`config.mk`:
```
export PLATFORM = sky130hd
export DESIGN_NAME = hbump_queue
export DESIGN_NICKNAME = d
export VERILOG_FILES = /design/src/rtl/hbump_pkg.sv /design/src/rtl/hbump_queue.sv
export SDC_FILE = /design/constraint.sdc
export NUM_CORES = 1
export LEC_CHECK = 0
export BUFFER_PORTS_ARGS = -buffer_cell sky130_fd_sc_hd__buf_2
export CAP_MARGIN = 20
export CELL_PAD_IN_SITES_DETAIL_PLACEMENT = 1
export CELL_PAD_IN_SITES_GLOBAL_PLACEMENT = 1
export CORE_UTILIZATION = 50
export DETAILED_ROUTE_END_ITERATION = 16
export MAX_ROUTING_LAYER = met4
export PLACE_DENSITY_LB_ADDON = 0.1
export REMOVE_ABC_BUFFERS = 1
export SLEW_MARGIN = 25
export SYNTH_ARGS = -nofsm -noshare
export SYNTH_HDL_FRONTEND = slang
export SYNTH_SLANG_ARGS = --single-unit
```
`constraint.sdc`:
```
create_clock -name clk -period 2.7 [get_ports clk]
set_input_delay 0.135 -clock clk [delete_from_list [all_inputs] [get_ports clk]]
set_output_delay 0.135 -clock clk [all_outputs]
set_load 0.1 [all_outputs]
```
`src/rtl/hbump_pkg.sv`:
```
`timescale 1ns / 1ps

package hbump_pkg;

  // Line buffer depth and the fixed field widths.
  localparam int MAX_WIDTH = 1024;
  localparam int COL_W = 10;
  localparam int ROW_W = 16;
  localparam int PIX_W = 8;
  localparam int TEXEL_W = 32;
  localparam int WIDTH_W = 11;
  localparam int FMT_W = 2;
  localparam int CFG_IDX_W = 2;
  localparam int CFG_DATA_W = 16;

  localparam logic [WIDTH_W-1:0] MAX_WIDTH_V = WIDTH_W'(MAX_WIDTH);

  // Queue between the front and the back.
  localparam int Q_DEPTH = 4;
  localparam int Q_PTR_W = 2;
  localparam int Q_CNT_W = 3;

  // Three rotating line buffers: current row, one row back, two rows back.
  localparam int NUM_BANKS = 3;
  localparam int BANK_W = 2;

  localparam logic [FMT_W-1:0] FMT_V8U8 = 2'd0;
  localparam logic [FMT_W-1:0] FMT_L6V5U5 = 2'd1;
  localparam logic [FMT_W-1:0] FMT_X8L8V8U8 = 2'd2;

  localparam logic [CFG_IDX_W-1:0] REG_TEXEL_FORMAT = 2'd0;
  localparam logic [CFG_IDX_W-1:0] REG_IMAGE_WIDTH = 2'd1;
  localparam logic [CFG_IDX_W-1:0] REG_IMAGE_HEIGHT = 2'd2;

  localparam logic [7:0] LUM_LAND = 8'd63;
  localparam logic [7:0] LUM_WATER = 8'd127;

  // One accepted pixel with its neighborhood from the row buffers and its
  // position flags.
  typedef struct packed {
    logic [PIX_W-1:0] x;
    logic [PIX_W-1:0] m1;
    logic [PIX_W-1:0] r1;
    logic [PIX_W-1:0] t2;
    logic [COL_W-1:0] col;
    logic [ROW_W-1:0] row;
    logic             row_ge1;
    logic             row_ge2;
    logic             last_row;
    logic             col0;
    logic             col_lt2;
    logic             col_last;
  } hbump_entry_t;

  function automatic logic [TEXEL_W-1:0] make_texel(
    input logic [PIX_W-1:0] l,
    input logic [PIX_W-1:0] m,
    input logic [PIX_W-1:0] rt,
    input logic [PIX_W-1:0] a,
    input logic [PIX_W-1:0] b,
    input logic [FMT_W-1:0] fmt
  );
    logic signed [9:0] sl;
    logic signed [9:0] sm;
    logic signed [9:0] sr;
    logic signed [9:0] sa;
    logic signed [9:0] sb;
    logic signed [9:0] du;
    logic signed [9:0] dv;
    logic signed [9:0] dm;
    logic [7:0] lum;
    logic [TEXEL_W-1:0] t;
    sl = signed'({2'b00, l});
    sm = signed'({2'b00, m});
    sr = signed'({2'b00, rt});
    sa = signed'({2'b00, a});
    sb = signed'({2'b00, b});
    du = sl - sr;
    dv = sa - sb;
    dm = sm - sr;
    // In a valley the slope is the larger of l - m and m - r, so always l - m.
    if (sm < sl && sm < sr) begin
      du = sl - sm;
      if (du < dm) begin
        du = dm;
      end
    end
    lum = (m > 8'd1) ? LUM_LAND : LUM_WATER;
    case (fmt)
      FMT_V8U8: t = {16'd0, dv[7:0], du[7:0]};
      FMT_L6V5U5: t = {16'd0, lum[7:2], dv[7:3], du[7:3]};
      FMT_X8L8V8U8: t = {8'd0, lum, dv[7:0], du[7:0]};
      default: t = '0;
    endcase
    return t;
  endfunction

endpackage

```
`src/rtl/hbump_queue.sv`:
```
`timescale 1ns / 1ps

module hbump_queue
  import hbump_pkg::*;
(
  input  logic               clk,
  input  logic               rst,
  input  logic               push,
  input  hbump_entry_t       push_entry,
  input  logic               pop,
  output hbump_entry_t       head,
  output logic               empty,
  output logic [Q_CNT_W-1:0] count
);

  hbump_entry_t       slots [Q_DEPTH];
  logic [Q_PTR_W-1:0] wr_ptr;
  logic [Q_PTR_W-1:0] rd_ptr;

  assign head = slots[rd_ptr];
  assign empty = (count == '0);

  always_ff @(posedge clk) begin
    if (push) begin
      slots[wr_ptr] <= push_entry;
    end
  end

  always_ff @(posedge clk) begin
    if (rst) begin
      wr_ptr <= '0;
      rd_ptr <= '0;
      count <= '0;
    end else begin
      if (push) begin
        wr_ptr <= wr_ptr + Q_PTR_W'(1);
      end
      if (pop) begin
        rd_ptr <= rd_ptr + Q_PTR_W'(1);
      end
      count <= count + Q_CNT_W'(push) - Q_CNT_W'(pop);
    end
  end

endmodule

```
==> results.md <==
- Status: completed
- Starting density of the core: 0.516
- Total of flip-flops plus latches after synthesis: 265
- Top metal layer carrying routed signals: met4
- Biggest area contributors in the synthesized netlist: sky130_fd_sc_hd__edfxtp_1 79%, sky130_fd_sc_hd__mux4_2 14%, sky130_fd_sc_hd__dfxtp_1 1.8%
- Tcrit/Tclk final: 0.927
- Part of the Yosys area used for sequential elements: 0.807
- Count of warnings emitted by yosys: 0
- Critical path cell sequence: buf_4, mux4_1, buf_2
- Met1 Routed Length: 7700 um
- H-tree levels: 1
- Worst Path Required: 2570 ps
- Hold path depth: 2
- Vias/cell: 5.20
- Slew Limit Headroom: 0.651
- Compound-Gate Fraction of Synth Area: 0.00154
- Share of post-route cells with drive strength above 1: 0.406
- Synthesized netlist cell count: 375
- Global Route Usage Sum: 0.210
- Post-synth top area cell: sky130_fd_sc_hd__edfxtp_1
- Port Buf Inserts: 135
- Most common flop cell mapped by yosys: sky130_fd_sc_hd__edfxtp_1
- Stage delay of the slowest cell on the critical path: 630 ps
- Asr flop ratio synth: 0
- Number of buffers inserted during clock tree synthesis: 28
- Max IR drop VDD: 0.000716 V
- Count of antenna-violating nets left after detailed routing: 0
- Routed wl met3: 885 um
- Vias in the first global route: 5287
- Number of slew-limit violations in the final report: 0
- Highest net fanout along the worst path: 20
- Slowest cell on the critical path: sky130_fd_sc_hd__dfxtp_4
- Total vias in the final route: 4622
- Final number of setup-violating endpoints: 0
- Number of diodes: 0
- Count of pins on the block boundary: 136
- CP startpoint kind: flop
- Die area: 20000 um^2
- Simple logic cell fraction of the synthesized area: 0.00706
- Number of sinks on the clock net: 265
- Portion of synthesized cell area occupied by the leading cell type: 0.789
- Final routed wire length divided by cell count: 21.7 um
- Number of violations reported at the end of detailed-routing iteration 0: 155
- First-pass GRT wire length: 29900 um
- DPL Wire Length: 11000 um
- Unrepaired setup endpoints after global routing: no
- Setup slack after placement: 678 ps
- Total wire length: 19300 um
- Total Power: 10.4 mW
- Number of DRC violations after detailed routing: 0
- Cell leakage power: 4.24 nW
- Crit path time final: 2500 ps
- Final standard cell utilization of the core: 0.650
- Pin count of the biggest net entering global routing: 36
- Post-synth EDFFs: 256
- Combinational family with the most area after synthesis: multiplexers
- Length of routed met2 wiring: 10400 um
- Max Clock Freq: 400 MHz
- Count of cells along the worst register-to-register path: 4
- Endpoint kind of the worst setup timing path: primary output
- Post-CTS setup-driven buffer insertion count: 0
- Mean post-synth cell area: 26.0 um^2
- Category of the critical setup timing path: flop to primary output
- Fraction of synthesized area in multiplexers: 0.151
- Gpl congestion: 0.673
- Area delta synth->final: 26.0%
- Hold Buf Count CTS: 68
- CTS clock-pin slew for the worst setup and hold paths: 60 ps
- Fillcell total: 1606
- Worst hold slack across all endpoints: 353 ps
- Floorplan row count: 50
- Slack of the critical path: 198 ps
- Clock latency at the later pin of the worst-skew pair: 540 ps
- Area of the placeable core: 18900 um^2
- Clock tree skew after final layout: 5.55 ps
- Count of different cell masters after synthesis: 21
- Sum of overflow across all layers after global routing: 0
- Hold WC Path Type: input port to flop
- Synthesized-area fraction occupied by adder cells: 0.00976
- P per Cell Area: 846 nW/um^2
- DR pass1 iterations: 4
- Clock Tree Buf Depth: 3
- Number of antenna violations at the first check in global routing: 0
- Post-synthesis instance area: 9740 um^2
- Slew of the pin with the lowest slew margin: 527 ps
- Post-CTS sizing: 0
- TritonCTS clock tree: built
- Clk Tree Root Cell: sky130_fd_sc_hd__clkbuf_16
- Post-Place Cell Area: 10700 um^2
- Max-cap viol count: 0
- Die Wd: 142 um
- Final layout net count: 681
- Arrival time of the worst setup path: 2370 ps
- Vertical die dimension: 142 um
- Hold violation count in the final report: 0
- Post-route cell area: 12300 um^2
- Post-synthesis share of cell area spent on xor and xnor gates: 0.00424
## cell type report
type | count | area, um^2 | share of cell area
Sequential cell | 265 | 7880 | 0.641
Multi-Input combinational cell | 90 | 1700 | 0.138
Timing Repair Buffer | 215 | 1510 | 0.123
Clock buffer | 31 | 712 | 0.0580
Tap cell | 260 | 325 | 0.0265
Clock inverter | 21 | 136 | 0.0111
Inverter | 6 | 22.5 | 0.00183
## worst max-delay path: cells and delay by family (launching register included)
family                 cells  cell delay, ps
multiplexers               1             600
flip-flops                 1             630
buffers and inverters      2             590
## synth_stat cells, drive strengths merged (2+ instances only)
| master | count |
|---|---|
| edfxtp | 256 |
| mux4 | 64 |
| buf | 13 |
| dfxtp | 9 |
| ha | 6 |
| inv | 6 |
| nor2 | 5 |
| and2 | 4 |
| nor2b | 2 |
| xnor2 | 2 |
## flip-flops by register name (all words and copies together), names as in the netlist, named ones only
name    flops
rd_ptr      2
count       3
wr_ptr      2
slots     256
## placed cells by master (no fill, tap or decap), drive strengths merged, types with 5 or more instances in the layout
| master | n |
|---|---|
| edfxtp | 256 |
| buf | 147 |
| dlygate4sd3 | 68 |
| dfxtp | 9 |
| clkbuf | 31 |
| ha | 6 |
| inv | 6 |
| clkinv | 18 |
| mux4 | 64 |
| nor2 | 5 |
## worst paths after layout
check / start / endpoint / slack [ps]
hold / removal: push_entry[16] / slots[2][16] / 350
setup reg to reg: wr_ptr[0] / slots[2][43] / 980
setup / recovery: flop / head[2] / 200
hold reg to reg: rd_ptr[0] / flop / 560
## logic make-up (layout without fill, tap and decap cells)
| group | count (synthesis) | in the layout |
|---|---|---|
| AND/OR/NAND/NOR | 13 | 13 |
| AO/OA/AOI/OAI | 2 | 2 |
| adder cells (fa/ha/maj) | 7 | 7 |
| flip-flops | 265 | 265 |
| XOR/XNOR | 3 | 3 |
| buffers and inverters | 20 | 273 |
| multiplexers | 65 | 65 |
## metrics by stage
stage                     instances  setup TNS (ps)
after floorplan                 361          -68690
after global placement          768               0
after detailed placement        768               0
after CTS                       888               0
after global routing            888               0
final                           888               0
## metal layers
layer | vias to the layer above | track usage
li1 | 2071 | -
met1 | 2403 | 0.248
met3 | 23 | 0.0408
met5 | - | -
met2 | 125 | 0.369
met4 | 0 | 0.0549
## report_power, final
| part | switching (mW) | internal [mW] |
|---|---|---|
| registers | 0.0881 | 4.73 |
| logic | 1.57 | 0.491 |
| clock network | 1.52 | 1.99 |
| total | 3.18 | 7.21 |
No activity file was read; power rests on OpenSTA's default activity.
