<file path="src/rtl/hbump_pkg.sv">
`timescale 1ns / 1ps

package hbump_pkg;

  // Line buffer depth and the fixed field widths.
  localparam int MAX_WIDTH = 1024;
  localparam int COL_W = 10;
  localparam int ROW_W = 16;
  localparam int PIX_W = 8;
  localparam int TEXEL_W = 32;
  localparam int WIDTH_W = 11;
  localparam int FMT_W = 2;
  localparam int CFG_IDX_W = 2;
  localparam int CFG_DATA_W = 16;

  localparam logic [WIDTH_W-1:0] MAX_WIDTH_V = WIDTH_W'(MAX_WIDTH);

  // Queue between the front and the back.
  localparam int Q_DEPTH = 4;
  localparam int Q_PTR_W = 2;
  localparam int Q_CNT_W = 3;

  // Three rotating line buffers: current row, one row back, two rows back.
  localparam int NUM_BANKS = 3;
  localparam int BANK_W = 2;

  localparam logic [FMT_W-1:0] FMT_V8U8 = 2'd0;
  localparam logic [FMT_W-1:0] FMT_L6V5U5 = 2'd1;
  localparam logic [FMT_W-1:0] FMT_X8L8V8U8 = 2'd2;

  localparam logic [CFG_IDX_W-1:0] REG_TEXEL_FORMAT = 2'd0;
  localparam logic [CFG_IDX_W-1:0] REG_IMAGE_WIDTH = 2'd1;
  localparam logic [CFG_IDX_W-1:0] REG_IMAGE_HEIGHT = 2'd2;

  localparam logic [7:0] LUM_LAND = 8'd63;
  localparam logic [7:0] LUM_WATER = 8'd127;

  // One accepted pixel with its neighborhood from the row buffers and its
  // position flags.
  typedef struct packed {
    logic [PIX_W-1:0] x;
    logic [PIX_W-1:0] m1;
    logic [PIX_W-1:0] r1;
    logic [PIX_W-1:0] t2;
    logic [COL_W-1:0] col;
    logic [ROW_W-1:0] row;
    logic             row_ge1;
    logic             row_ge2;
    logic             last_row;
    logic             col0;
    logic             col_lt2;
    logic             col_last;
  } hbump_entry_t;

  function automatic logic [TEXEL_W-1:0] make_texel(
    input logic [PIX_W-1:0] l,
    input logic [PIX_W-1:0] m,
    input logic [PIX_W-1:0] rt,
    input logic [PIX_W-1:0] a,
    input logic [PIX_W-1:0] b,
    input logic [FMT_W-1:0] fmt
  );
    logic signed [9:0] sl;
    logic signed [9:0] sm;
    logic signed [9:0] sr;
    logic signed [9:0] sa;
    logic signed [9:0] sb;
    logic signed [9:0] du;
    logic signed [9:0] dv;
    logic signed [9:0] dm;
    logic [7:0] lum;
    logic [TEXEL_W-1:0] t;
    sl = signed'({2'b00, l});
    sm = signed'({2'b00, m});
    sr = signed'({2'b00, rt});
    sa = signed'({2'b00, a});
    sb = signed'({2'b00, b});
    du = sl - sr;
    dv = sa - sb;
    dm = sm - sr;
    // In a valley the slope is the larger of l - m and m - r, so always l - m.
    if (sm < sl && sm < sr) begin
      du = sl - sm;
      if (du < dm) begin
        du = dm;
      end
    end
    lum = (m > 8'd1) ? LUM_LAND : LUM_WATER;
    case (fmt)
      FMT_V8U8: t = {16'd0, dv[7:0], du[7:0]};
      FMT_L6V5U5: t = {16'd0, lum[7:2], dv[7:3], du[7:3]};
      FMT_X8L8V8U8: t = {8'd0, lum, dv[7:0], du[7:0]};
      default: t = '0;
    endcase
    return t;
  endfunction

endpackage

</file>
<file path="src/rtl/hbump_back.sv">
`timescale 1ns / 1ps

module hbump_back
  import hbump_pkg::*;
(
  input  logic               clk,
  input  logic               rst,
  input  logic [FMT_W-1:0]   texel_format,
  input  logic               q_empty,
  input  hbump_entry_t       head,
  output logic               pop,
  output logic               texel_valid,
  input  logic               texel_stall,
  output logic [TEXEL_W-1:0] bump_texel,
  output logic [COL_W-1:0]   texel_col,
  output logic [ROW_W-1:0]   texel_row,
  output logic               last_of_run,
  output logic               image_done
);

  // Bit 0: texel of the row above. Bit 1: left neighbor on the last row.
  // Bit 2: final texel of the image.
  logic [2:0] need;
  logic [2:0] done_mask;
  logic [2:0] remaining;
  logic [2:0] sel;
  logic       is_last;
  logic       out_free;
  logic       step;
  logic       emit;

  logic [PIX_W-1:0] prev_m;
  logic [PIX_W-1:0] prev_x1;
  logic [PIX_W-1:0] prev_x2;

  logic [PIX_W-1:0] op_l;
  logic [PIX_W-1:0] op_m;
  logic [PIX_W-1:0] op_r;
  logic [PIX_W-1:0] op_a;
  logic [PIX_W-1:0] op_b;
  logic [COL_W-1:0] op_col;
  logic [ROW_W-1:0] op_row;

  assign need = {head.last_row & head.col_last,
                 head.last_row & ~head.col0,
                 head.row_ge1};
  assign remaining = need & ~done_mask;
  assign sel = {remaining[2] & ~remaining[1] & ~remaining[0],
                remaining[1] & ~remaining[0],
                remaining[0]};
  assign is_last = ((remaining & ~sel) == 3'b000);

  assign out_free = !texel_valid || !texel_stall;
  // A word that yields nothing is retired without waiting for the output.
  assign step = !q_empty && ((remaining == 3'b000) || out_free);
  assign emit = step && (remaining != 3'b000);
  assign pop = step && is_last;

  always_comb begin
    if (sel[0]) begin
      op_l = head.col0 ? head.m1 : prev_m;
      op_m = head.m1;
      op_r = head.r1;
      op_a = head.row_ge2 ? head.t2 : head.m1;
      op_b = head.x;
      op_col = head.col;
      op_row = head.row - ROW_W'(1);
    end else if (sel[1]) begin
      op_l = head.col_lt2 ? prev_x1 : prev_x2;
      op_m = prev_x1;
      op_r = head.x;
      op_a = head.row_ge1 ? prev_m : prev_x1;
      op_b = prev_x1;
      op_col = head.col - COL_W'(1);
      op_row = head.row;
    end else begin
      op_l = head.col0 ? head.x : prev_x1;
      op_m = head.x;
      op_r = head.x;
      op_a = head.row_ge1 ? head.m1 : head.x;
      op_b = head.x;
      op_col = head.col;
      op_row = head.row;
    end
  end

  always_ff @(posedge clk) begin
    if (rst) begin
      done_mask <= '0;
      texel_valid <= 1'b0;
    end else begin
      if (step) begin
        done_mask <= pop ? 3'b000 : (done_mask | sel);
      end
      if (out_free) begin
        texel_valid <= emit;
      end
    end
  end

  always_ff @(posedge clk) begin
    if (pop) begin
      prev_m <= head.m1;
      prev_x1 <= head.x;
      prev_x2 <= prev_x1;
    end
    if (emit) begin
      bump_texel <= make_texel(op_l, op_m, op_r, op_a, op_b, texel_format);
      texel_col <= op_col;
      texel_row <= op_row;
      last_of_run <= is_last;
      image_done <= sel[2];
    end
  end

endmodule

</file>
<file path="config.mk">
export PLATFORM = sky130hd
export DESIGN_NAME = hbump_back
export DESIGN_NICKNAME = d
export VERILOG_FILES = /design/src/rtl/hbump_pkg.sv /design/src/rtl/hbump_back.sv
export SDC_FILE = /design/constraint.sdc
export NUM_CORES = 1
export LEC_CHECK = 0
export BUFFER_PORTS_ARGS = -buffer_cell sky130_fd_sc_hd__buf_2
export CAP_MARGIN = 20
export CORE_UTILIZATION = 60
export DETAILED_ROUTE_END_ITERATION = 10
export HOLD_SLACK_MARGIN = 0.1
export PLACE_DENSITY_LB_ADDON = 0.25
export RECOVER_POWER = 50
export SYNTH_ARGS = -nofsm -noshare
export SYNTH_HDL_FRONTEND = slang
export SYNTH_SLANG_ARGS = --single-unit
export TNS_END_PERCENT = 50
</file>
<file path="constraint.sdc">
create_clock -name clk -period 18.6 [get_ports clk]
set_input_delay 3.72 -clock clk [delete_from_list [all_inputs] [get_ports clk]]
set_output_delay 3.72 -clock clk [all_outputs]
set_load 0.1 [all_outputs]
</file>
==> results of run 1 <==
## metrics by stage
step	util, %	power (mW)
finish	69.6	0.692
global route	69.6	0.729
CTS	70.4	0.692
detailed placement	68.3	0.562
global placement	68.3	0.555
floorplan	-	0.487
## registers in the layout, summed over array words and instances (netlist names)
register / flops
image_done: 1
last_of_run: 1
prev_m: 8
texel_row: 16
texel_valid: 1
texel_col: 10
prev_x2: 8
prev_x1: 8
bump_texel: 18
done_mask: 3
## final cells by class
| cell class | instances | area [um^2] | area share [%] |
|---|---|---|---|
| clock buffers | 12 | 155 | 2.28 |
| well taps | 133 | 166 | 2.45 |
| multi-input cells | 497 | 3550 | 52.2 |
| inverters | 33 | 124 | 1.82 |
| clock inverters | 4 | 51.3 | 0.754 |
| repair buffers | 128 | 572 | 8.41 |
| flip-flops and latches | 74 | 2180 | 32.1 |
## worst max path at each step
stage / start / to / slack [ns] / cells past startpoint
finish: head[5] / pop / 7.74 / 7
global route: head[5] / bump_texel[4]$_DFFE_PP_ / 7.36 / 20
CTS: head[2] / pop / 9.01 / 6
floorplan: head[5] / pop / 8.81 / 6
detailed placement: head[2] / pop / 9.03 / 6
global placement: head[2] / pop / 9.11 / 6
## layer usage
layer	vias up	wire [um]	share of wire (%)	global-route usage [%]
met5	-	0	0	0
met4	0	632	4.0	15.7
met3	46	1500	9.4	6.36
met2	281	7130	45	50.5
met1	2482	6630	42	40.1
li1	2530	-	-	-
## cells by family after synthesis
| logic type | count (synthesis) |
|---|---|
| adders and majority gates | 43 |
| and+or+nand+nor | 191 |
| other | 1 |
| muxes | 54 |
| AOI/OAI and AO/OA | 157 |
| DFF | 74 |
| buffers and inverters | 71 |
| xor gates and xnor gates | 43 |
## placed cells by master (no fill, tap or decap), types with 10 or more instances in the layout
| cell type | Yosys | layout |
|---|---|---|
| a21oi_1 | 41 | 41 |
| buf_2 | 2 | 51 |
| clkbuf_1 | 14 | 74 |
| clkbuf_8 | 0 | 11 |
| edfxtp_1 | 70 | 70 |
| ha_1 | 39 | 39 |
| inv_1 | 33 | 33 |
| mux2_2 | 13 | 13 |
| mux2i_1 | 37 | 37 |
| nand2_1 | 53 | 53 |
| nand3_1 | 22 | 22 |
| nor2_1 | 42 | 42 |
| nor2b_1 | 10 | 10 |
| nor3_1 | 15 | 15 |
| o21ai_0 | 36 | 36 |
| o22ai_1 | 12 | 12 |
| xnor2_1 | 21 | 21 |
| xor2_1 | 21 | 21 |
## worst max-delay path, stage by stage
cell	delay (ns)
clkbuf_1	0.48
nand2b_1	0.28
clkbuf_1	1.29
nand2_1	0.50
nand2_1	0.20
and2_1	0.20
buf_2	0.45
## power by group through the flow
stage / clock (mW) / combinational [mW] / sequential [mW]
after CTS: 0.133 / 0.351 / 0.208
after floorplan: 0 / 0.204 / 0.283
after detailed placement: 0 / 0.350 / 0.212
after global routing: 0.139 / 0.381 / 0.210
after global placement: 0 / 0.344 / 0.211
final: 0.131 / 0.353 / 0.208
==> metrics, run 1 <==
largest family of logic cells by synthesized area=compound AO/OA/AOI/OAI gates; # diodes=0; Bufs on Longest Clock Path=2; worst-skew pair later-pin latency=approximately 0.36 ns; Relative slew margins=-20.7%; Net count, final=856; Placed Area=around 0.0067 mm^2; routed len/inst=around 18 um; final worst setup slack=7.74 ns; initial antenna violation count=0; vias in the first global route=~5k; drt first pass iters=5; DRT Wirelength=roughly 16000 um; xor and xnor area share after synthesis=under 10%; Post-Synth Adder-Cell Area=a little under a tenth; # H-tree levels=3; most frequent cell after synthesis=edfxtp_1; CTS tree=yes; area growth from synthesis to layout=12.5%; worst slack, placed=9.03 ns; critical path arrival=roughly 7 ns; Mapped Cells=between 600 and 700; RSZ-0062 raised after global routing=no; Sw Pwr=0.315 mW; Synth cell types=between 60 and 70; static leakage=2.77 nW; mapped cell area=just over 0.006 mm^2; switching part of the total=a little under half; FFs w/ async S/R, synth=0%; hold-fix buffers at CTS=0; routability cong.=0.976; setup TNS=0 ns; Max-Cap Viols=2; DIE HEIGHT=102 um; failing checks=capacitance limit, slew limit; Setup violations, final=0; post-synthesis simple-gate area fraction=between 15 and 20%; proportion of synthesized area in mux cells=between 9 and 10%; final hold vios=0; IO Pins=roughly 130; clock share of power=a little under a fifth; worst r2r dst=bump_texel[4]$_DFFE_PP_; top cell type by total area after synthesis=edfxtp_1; Synth Area per Inst=~9.5 um^2; HPWL Detailed=about 12000 um; fraction of the mapped netlist area in compound gates=between 10% and 20%; DRT iter0 DRCs=slightly below 400; Internal Pwr Total=approximately 0.38 mW; Via density=between 6 and 7; Rows=36; post-CTS sizing=0; routed vias=between 5k and 6k; ANT nets after route=0; Post-synth EDFFs=70; first-pass GRT wire length=~25000 um; fin. max-slew vios=79; TritonCTS Sinks=74; fin crit share=between 50 and 60%; min-delay src=done_mask[2]$_SDFFE_PP0P_; main flop type after synthesis=edfxtp_1; sequential share of the synthesized area=36.1%; CP Capture Type=output port; Crit Path Category=in2out; setup repair bufs after CTS=0; Cell Pwr Density=a little over 100 mW/mm^2; Reg power frac=between 30% and 40%; share of layout cells above drive strength 1=roughly 14%; Design Area, Final=approximately 0.007 mm^2; DRC violations left=0; ranking of synthesized cells by area=edfxtp_1 35%, ha_1 8.1%, mux2i_1 6.1%; core area=0.00977 mm^2; clk_skew=0.0103 ns; worst min path class=reg2reg; reg2reg start=done_mask[0]$_SDFFE_PP0P_; Fmax achieved=around 0.092 GHz; critical path peak fanout=just over 40; reg2reg setup slack=about 12 ns; final cell count without fillers=just under 900; VDD IR max=about 60 uV; min cycle time layout=between 10 and 15 ns; GRT overflow=0; die area=between 0.01 and 0.015 mm^2; critical path required time=between 10 and 15 ns; Num CTS Buffers=9; largest net degree at the start of global routing=48; Initial Util=61.9%; clk root buf=clkbuf_8; fillers=around 800; worst hold slack=0.475 ns; Yosys reg bits=74; Syn. warnings=0; worst reg-to-reg path cell count=19; Startpoint Class=input pin; Worst Hold End=done_mask[2]$_SDFFE_PP0P_; share of the synthesized area in the top cell type=a little over a third; Die X-Extent=~100 um; DP Cell Count=~860; Gate power share=around 50%; Worst-path clk slew=~0.070 ns; Worst-Margin Slew=between 1.5 and 2 ns; Tot GR Track Use=between 30% and 40%; WHS Path Cells=2; IO Port Bufs=between 100 and 150; Synth top cells by count=70 x edfxtp_1, 53 x nand2_1, 42 x nor2_1, 41 x a21oi_1, 39 x ha_1; outcome=finished with violations
(Power assumes the default switching activity.)
==> run 2: changes to the inputs <==
--- a/config.mk
+++ b/config.mk
@@ -5,9 +5,10 @@
 export SDC_FILE = /design/constraint.sdc
 export NUM_CORES = 1
 export LEC_CHECK = 0
+export ABC_AREA = 1
 export BUFFER_PORTS_ARGS = -buffer_cell sky130_fd_sc_hd__buf_2
 export CAP_MARGIN = 20
-export CORE_UTILIZATION = 60
+export CORE_UTILIZATION = 50
 export DETAILED_ROUTE_END_ITERATION = 10
 export HOLD_SLACK_MARGIN = 0.1
 export PLACE_DENSITY_LB_ADDON = 0.25
==> constraint.sdc (replaced) <==
create_clock -name clk -period 9.49 [get_ports clk]
set_input_delay 1.898 -clock clk [delete_from_list [all_inputs] [get_ports clk]]
set_output_delay 1.898 -clock clk [all_outputs]
set_load 0.1 [all_outputs]
==> run 2 against run 1 <==
Compared with the run above:
- the run still ends with capacitance limit, slew limit left
- total power up 100%
- sequential power rose by 97%
- via count rose by 1.4%
- critical path type is now in2reg
- critical endpoint is now bump_texel[5]$_DFFE_PP_
- largest power group unchanged
- highest routed layer unchanged
==> metrics, run 2 <==
outcome=finished with violations; failing checks=capacitance limit, slew limit; HPWL Detailed=12600 um; DRC violations left=0; vias in the first global route=about 5.0k; Fmax achieved=roughly 0.13 GHz; WHS Path Cells=2; Die X-Extent=around 110 um; Bufs on Longest Clock Path=2; fillers=around 1.1k; Rows=39; core area=0.0114 mm^2; Seq. cell area=about 0.0022 mm^2; GRT overflow=0; Power, Total=1.38 mW; largest net degree at the start of global routing=between 40 and 50; mapped cell area=between 0.005 and 0.006 mm^2; reg2reg setup slack=between 3 and 4 ns; top cell type by total area after synthesis=edfxtp_1; Regs by FF count=bump_texel: 18 flops, texel_row: 16 flops, texel_col: 10 flops; Crit Path Category=in2reg; Net count, final=around 950; Worst Hold End=done_mask[2]$_SDFFE_PP0P_; Top reg by flops=bump_texel; Max-Cap Viols=1; IO Pins=about 130; ANT nets after route=0; reg2reg start=done_mask[0]$_SDFFE_PP0P_; initial antenna violation count=0; critical path peak fanout=35; share of the synthesized area in the top cell type=35.9%; Yosys reg bits=74; Initial Util=51.2%; final worst setup slack=slightly below 2 ns; worst reg-to-reg path cell count=21; Reg power frac=between 20% and 30%; ranking of synthesized cells by area=edfxtp_1 36%, nand2_1 9.2%, ha_1 8.3%; worst slack, placed=between 2 and 2.5 ns; area growth from synthesis to layout=13.7%; DP Cell Count=approximately 1000; Gate power share=between 40% and 50%; switching part of the total=a little under half; Internal Pwr Total=0.752 mW; Worst-path clk slew=roughly 0.06 ns; routability cong.=between 0.9 and 1; IO Port Bufs=approximately 120; FFs w/ async S/R, synth=0%; most frequent cell after synthesis=nand2_1; critical path arrival=between 7 and 8 ns; # diodes=0; clock share of power=22.4%; main flop type after synthesis=edfxtp_1; Synth top cells by count=144 x nand2_1, 90 x inv_1, 70 x edfxtp_1, 59 x o21ai_0, 56 x nor2_1; max reg flops=18; fin crit share=between 70% and 80%; clk_skew=approximately 0.006 ns; most frequent cells in the layout=146 x nand2_1, 91 x inv_1, 70 x edfxtp_1; Cell Pwr Density=~210 mW/mm^2; setup TNS=0 ns; critical path required time=9.59 ns; post-CTS sizing=0; CP Capture Type=register; final cell count without fillers=slightly below 1k; CTS tree=yes; routed len/inst=16.3 um; worst-skew pair later-pin latency=0.35 ns; Startpoint Class=input pin; setup repair bufs after CTS=0; hold-fix buffers at CTS=0; area of the multi-input gates=~0.0031 mm^2; commonest non-fill, non-tap cell in the layout=nand2_1; Mapped Cells=around 730; Sw Pwr=~0.63 mW; # H-tree levels=3; DRT iter0 DRCs=468; Synth Area per Inst=8.03 um^2; Tot GR Track Use=between 20 and 30%; Setup violations, final=0; die area=0.0121 mm^2; fin. max-slew vios=20; clk root buf=clkbuf_16; TritonCTS Sinks=74; Synth cell types=46; Via density=approximately 5.5; worst min path class=reg2reg; routed vias=approximately 5.4k; Relative slew margins=-9.99%; Syn. warnings=0; DRT Wirelength=between 15000 and 20000 um; VDD IR max=147 uV; drt first pass iters=5; static leakage=just over 3 nW; first-pass GRT wire length=around 25000 um; final hold vios=0; RSZ-0062 raised after global routing=no; worst r2r dst=bump_texel[5]$_DFFE_PP_; min-delay src=done_mask[2]$_SDFFE_PP0P_; Post-synth EDFFs=70; Num CTS Buffers=9; share of layout cells above drive strength 1=12.5%; min cycle time layout=about 7.6 ns; DIE HEIGHT=about 110 um; Worst-Margin Slew=between 1.5 and 2 ns; sequential share of the synthesized area=37.3%
-- run 2: changes by cell type in the layout (fill, tap and decap cells not counted), moves of 11 or more --
cell      before  now
a21oi_1       41   55
clkbuf_8      11    0
inv_1         33   91
mux2_2        13    0
mux2i_1       37    2
nand2_1       53  146
nand3_1       22   52
nor2_1        42   57
o21ai_0       36   59
-- run 2: metal layers --
metal	up-vias	wire [um]	track usage (%)
met5	-	0	0
met1	2443	6900	36.7
li1	2666	-	-
met4	0	505	11.1
met2	271	7250	45.0
met3	33	1510	5.64
-- run 2: cell families after synthesis --
logic type | after synthesis | synth area share (%)
buffers and inverters | 125 | 9.02
xor gates and xnor gates | 39 | 5.84
and+or+nand+nor | 300 | 24.0
AOI/OAI and AO/OA | 145 | 13.7
other | 1 | 0.0641
DFF | 74 | 37.3
muxes | 2 | 0.342
adders and majority gates | 43 | 9.71
-- run 2: layout make-up --
| type | instances | share of cell area, % |
|---|---|---|
| Inverter | 95 | 5.36 |
| Timing Repair Buffer | 123 | 8.03 |
| Tap cell | 143 | 2.69 |
| Clock inverter | 5 | 0.470 |
| Sequential cell | 74 | 32.8 |
| Clock buffer | 11 | 3.50 |
| Multi-Input combinational cell | 538 | 47.2 |
-- run 2: through the flow --
stage / hold slack [ns] / cell area (um^2) / utilization [%]
2_1_floorplan: 0.427 / 5880 / -
3_3_place_gp: 0.446 / 6510 / 57.0
3_5_place_dp: 0.448 / 6510 / 57.0
4_1_cts: 0.456 / 6770 / 59.3
5_1_grt: 0.490 / 6650 / 58.3
6_report: 0.453 / 6650 / 58.3
-- run 2: power by group through the flow --
stage | clock network (mW) | registers [mW] | logic (mW)
after floorplan | 0 | 0.557 | 0.381
after global placement | 0 | 0.414 | 0.649
after detailed placement | 0 | 0.415 | 0.662
after CTS | 0.314 | 0.409 | 0.665
after global routing | 0.326 | 0.412 | 0.726
final | 0.310 | 0.409 | 0.666
-- run 2: how the worst max path moves through the flow --
stage | cells after the start | from | to
after floorplan | 21 | head[5] | bump_texel[4]$_DFFE_PP_
after global placement | 22 | head[5] | bump_texel[3]$_DFFE_PP_
after detailed placement | 21 | head[5] | bump_texel[5]$_DFFE_PP_
after CTS | 21 | head[5] | bump_texel[5]$_DFFE_PP_
after global routing | 19 | head[5] | bump_texel[3]$_DFFE_PP_
final | 24 | head[5] | bump_texel[5]$_DFFE_PP_
-- run 2: worst max-delay path: stages --
cell	delay, ns
buf_2	0.32
nand2_1	0.79
nand2_1	0.82
inv_1	0.32
nand2_1	0.13
nand2_1	0.06
nor2_1	0.29
inv_1	0.17
fa_1	0.48
inv_1	0.09
nand3_2	0.09
nand2_2	0.10
nand3_1	0.07
nand2_1	0.08
xor2_1	0.28
ha_1	0.31
a21oi_1	0.16
nor2_1	0.06
a211oi_1	0.40
nand3_1	0.31
nand3_1	0.17
nand3_1	0.10
nand3_1	0.08
nand2_1	0.06
==> run 3: changes to the inputs <==
==> constraint.sdc (replaced) <==
create_clock -name clk -period 6.8 [get_ports clk]
set_input_delay 1.36 -clock clk [delete_from_list [all_inputs] [get_ports clk]]
set_output_delay 1.36 -clock clk [all_outputs]
set_load 0.1 [all_outputs]
==> run 3 against run 2 <==
Compared with the run above:
- the run now ends clean
- cell count grew 0.10%
- critical endpoint is now bump_texel[0]$_DFFE_PP_
- sequential share of layout area shrank 0.31 points
- clock skew grew 0.0016 ns
- die area is the same
- highest routed layer unchanged
- worst setup slack lost 1.3 ns
- design area grew 0.96%
- routed wire length grew 1.9%
- core utilization grew 0.56 points
==> metrics, run 3 (synthesis results as in run 2) <==
outcome=complete, no violations; area of the multi-input gates=between 0.003 and 0.004 mm^2; setup TNS=0 ns; max incr delay on CP=0.57 ns; Relative slew margins=about 20%; Worst-path clk slew=0.06 ns; most frequent cells in the layout=145 x nand2_1, 91 x inv_1, 70 x edfxtp_1; Num CTS Buffers=9; CTS tree=yes; Gate power share=a little under half; fin. max-slew vios=0; critical path required time=around 6.9 ns; worst-skew pair later-pin latency=0.35 ns; share of layout cells above drive strength 1=between 10% and 20%; Top reg by flops=bump_texel; IO Port Bufs=approximately 120; Max-Cap Viols=0; drt first pass iters=5; min-delay src=done_mask[2]$_SDFFE_PP0P_; routed wl met2=7380 um; Design Area, Final=approximately 0.0067 mm^2; setup repair bufs after CTS=0; Via density=5.46; Initial Util=about 50%; clk root buf=clkbuf_16; fin crit share=between 90% and 100%; largest net degree at the start of global routing=between 40 and 50; Critical Path Start=head[5]; initial antenna violation count=0; vias in the first global route=between 4k and 5k; commonest non-fill, non-tap cell in the layout=nand2_1; hold-fix buffers at CTS=0; DRC violations left=0; Placed Area=approximately 0.0065 mm^2; critical path peak fanout=35; routability cong.=about 0.94; routed vias=5407; Seq. cell area=around 0.0022 mm^2; Fmax achieved=0.162 GHz; critical path arrival=roughly 6.3 ns; Bufs on Longest Clock Path=2; Regs by FF count=bump_texel: 18 flops, texel_row: 16 flops, texel_col: 10 flops; Worst-Margin Slew=roughly 1.2 ns; Top delay family on crit path=simple AND/OR/NAND/NOR gates; Worst Hold End=done_mask[2]$_SDFFE_PP0P_; top routing layer used=met4; routed len/inst=around 17 um; reg2reg start=done_mask[0]$_SDFFE_PP0P_; GRT overflow=0; Net count, final=between 900 and 1k; Startpoint Class=input pin; post-CTS sizing=0; IO Pins=132; Sw Pwr=0.899 mW; final hold vios=0; slowest stage cell, crit path=clkbuf_1; min cycle time layout=6.18 ns; WHS Path Cells=2; Internal Pwr Total=1.09 mW; clock share of power=between 20% and 30%; DRT Wirelength=~16000 um; die area=about 0.012 mm^2; # H-tree levels=3; Tot GR Track Use=around 28%; worst r2r dst=bump_texel[0]$_DFFE_PP_; DRT iter0 DRCs=around 340; Die X-Extent=110 um; Reg power frac=28.7%; max reg flops=18; worst reg-to-reg path cell count=22; Crit Path Category=in2reg; routed wl met3=about 1400 um; ANT nets after route=0; Setup violations, final=0; area growth from synthesis to layout=14.8%; switching part of the total=45.1%; RSZ-0062 raised after global routing=no; reg2reg setup slack=roughly 1.5 ns; WP buf/inv=4; first-pass GRT wire length=between 20000 and 30000 um; TritonCTS Sinks=between 70 and 80; Rows=39; # diodes=0; critical path cell sequence=buf_2 -> nand2_4 -> nand3_4 -> clkbuf_1 -> nor2_1 -> nor2_1 -> inv_1 -> fa_1 -> inv_1 -> nand3_2 -> nand2_2 -> nand3_1 -> nand2_1 -> xor2_1 -> ha_1 -> a21oi_1 -> nor2_1 -> a211oi_1 -> nand3_2 -> nand3_1 -> nand2_1 -> o21ai_1 -> nand2_1; Final Util=58.8%; worst min path class=reg2reg; DIE HEIGHT=~110 um; Routed met1 length=7040 um; fillers=around 1.1k; CP Capture Type=register; VDD IR max=between 200 and 250 uV; HPWL Detailed=13000 um; core area=0.0114 mm^2; clk_skew=0.00759 ns; Cell Pwr Density=between 200 and 300 mW/mm^2; static leakage=3.10 nW
-- run 3: final cells by class --
class,count,area share [%]
Clock buffer,9,3.35
Clock inverter,7,1.14
Inverter,95,5.31
Multi-Input combinational cell,538,47.1
Sequential cell,74,32.5
Tap cell,143,2.66
Timing Repair Buffer,124,7.99
-- run 3: worst register-to-register path, stage by stage (launching register included) --
cell and delay (ns):
dfxtp_1 0.49, inv_2 0.10, nand2_4 0.33, nand3_4 0.25, nand2_1 0.12, o21ai_0 0.18, a21oi_1 0.37, inv_1 0.15
fa_1 0.45, o21ai_0 0.30, a21oi_1 0.11, o21ai_0 0.28, a21oi_1 0.11, o21bai_1 0.18, ha_1 0.32, nand2_1 0.09
nor2_1 0.04, a211oi_1 0.41, nand3_2 0.25, nand3_1 0.16, nand2_1 0.07, o21ai_1 0.17, nand2_1 0.07
-- run 3: worst max path at each step --
stage / to / slack [ns] / depth (start not counted)
final: bump_texel[0]$_DFFE_PP_ / 0.62 / 23
after CTS: bump_texel[3]$_DFFE_PP_ / 0.89 / 22
after global routing: bump_texel[4]$_DFFE_PP_ / 0.32 / 23
after detailed placement: bump_texel[3]$_DFFE_PP_ / 0.53 / 22
after floorplan: bump_texel[4]$_DFFE_PP_ / 1.59 / 21
after global placement: bump_texel[4]$_DFFE_PP_ / 0.70 / 22
-- run 3: layer usage --
| metal | vias to the layer above | track usage [%] |
|---|---|---|
| met3 | 39 | 5.64 |
| met5 | - | 0 |
| met2 | 275 | 44.2 |
| li1 | 2673 | - |
| met4 | 0 | 12.8 |
| met1 | 2420 | 37.1 |
-- run 3: power groups by stage --
stage	clock [mW]	sequential (mW)	combinational, mW
final	0.490	0.571	0.930
after global routing	0.520	0.575	1.01
after CTS	0.498	0.570	0.930
after detailed placement	0	0.580	0.926
after global placement	0	0.578	0.913
after floorplan	0	0.778	0.532
-- run 3: metrics by stage --
stage                     setup slack, ns  hold WS, ns  power [mW]  cells
after global routing                0.318        0.479        2.11    990
after global placement              0.700        0.448        1.49    974
final                               0.625        0.467        1.99    990
after detailed placement            0.527        0.463        1.51    974
after floorplan                      1.59        0.427        1.31    737
after CTS                           0.886        0.475        2.00    990
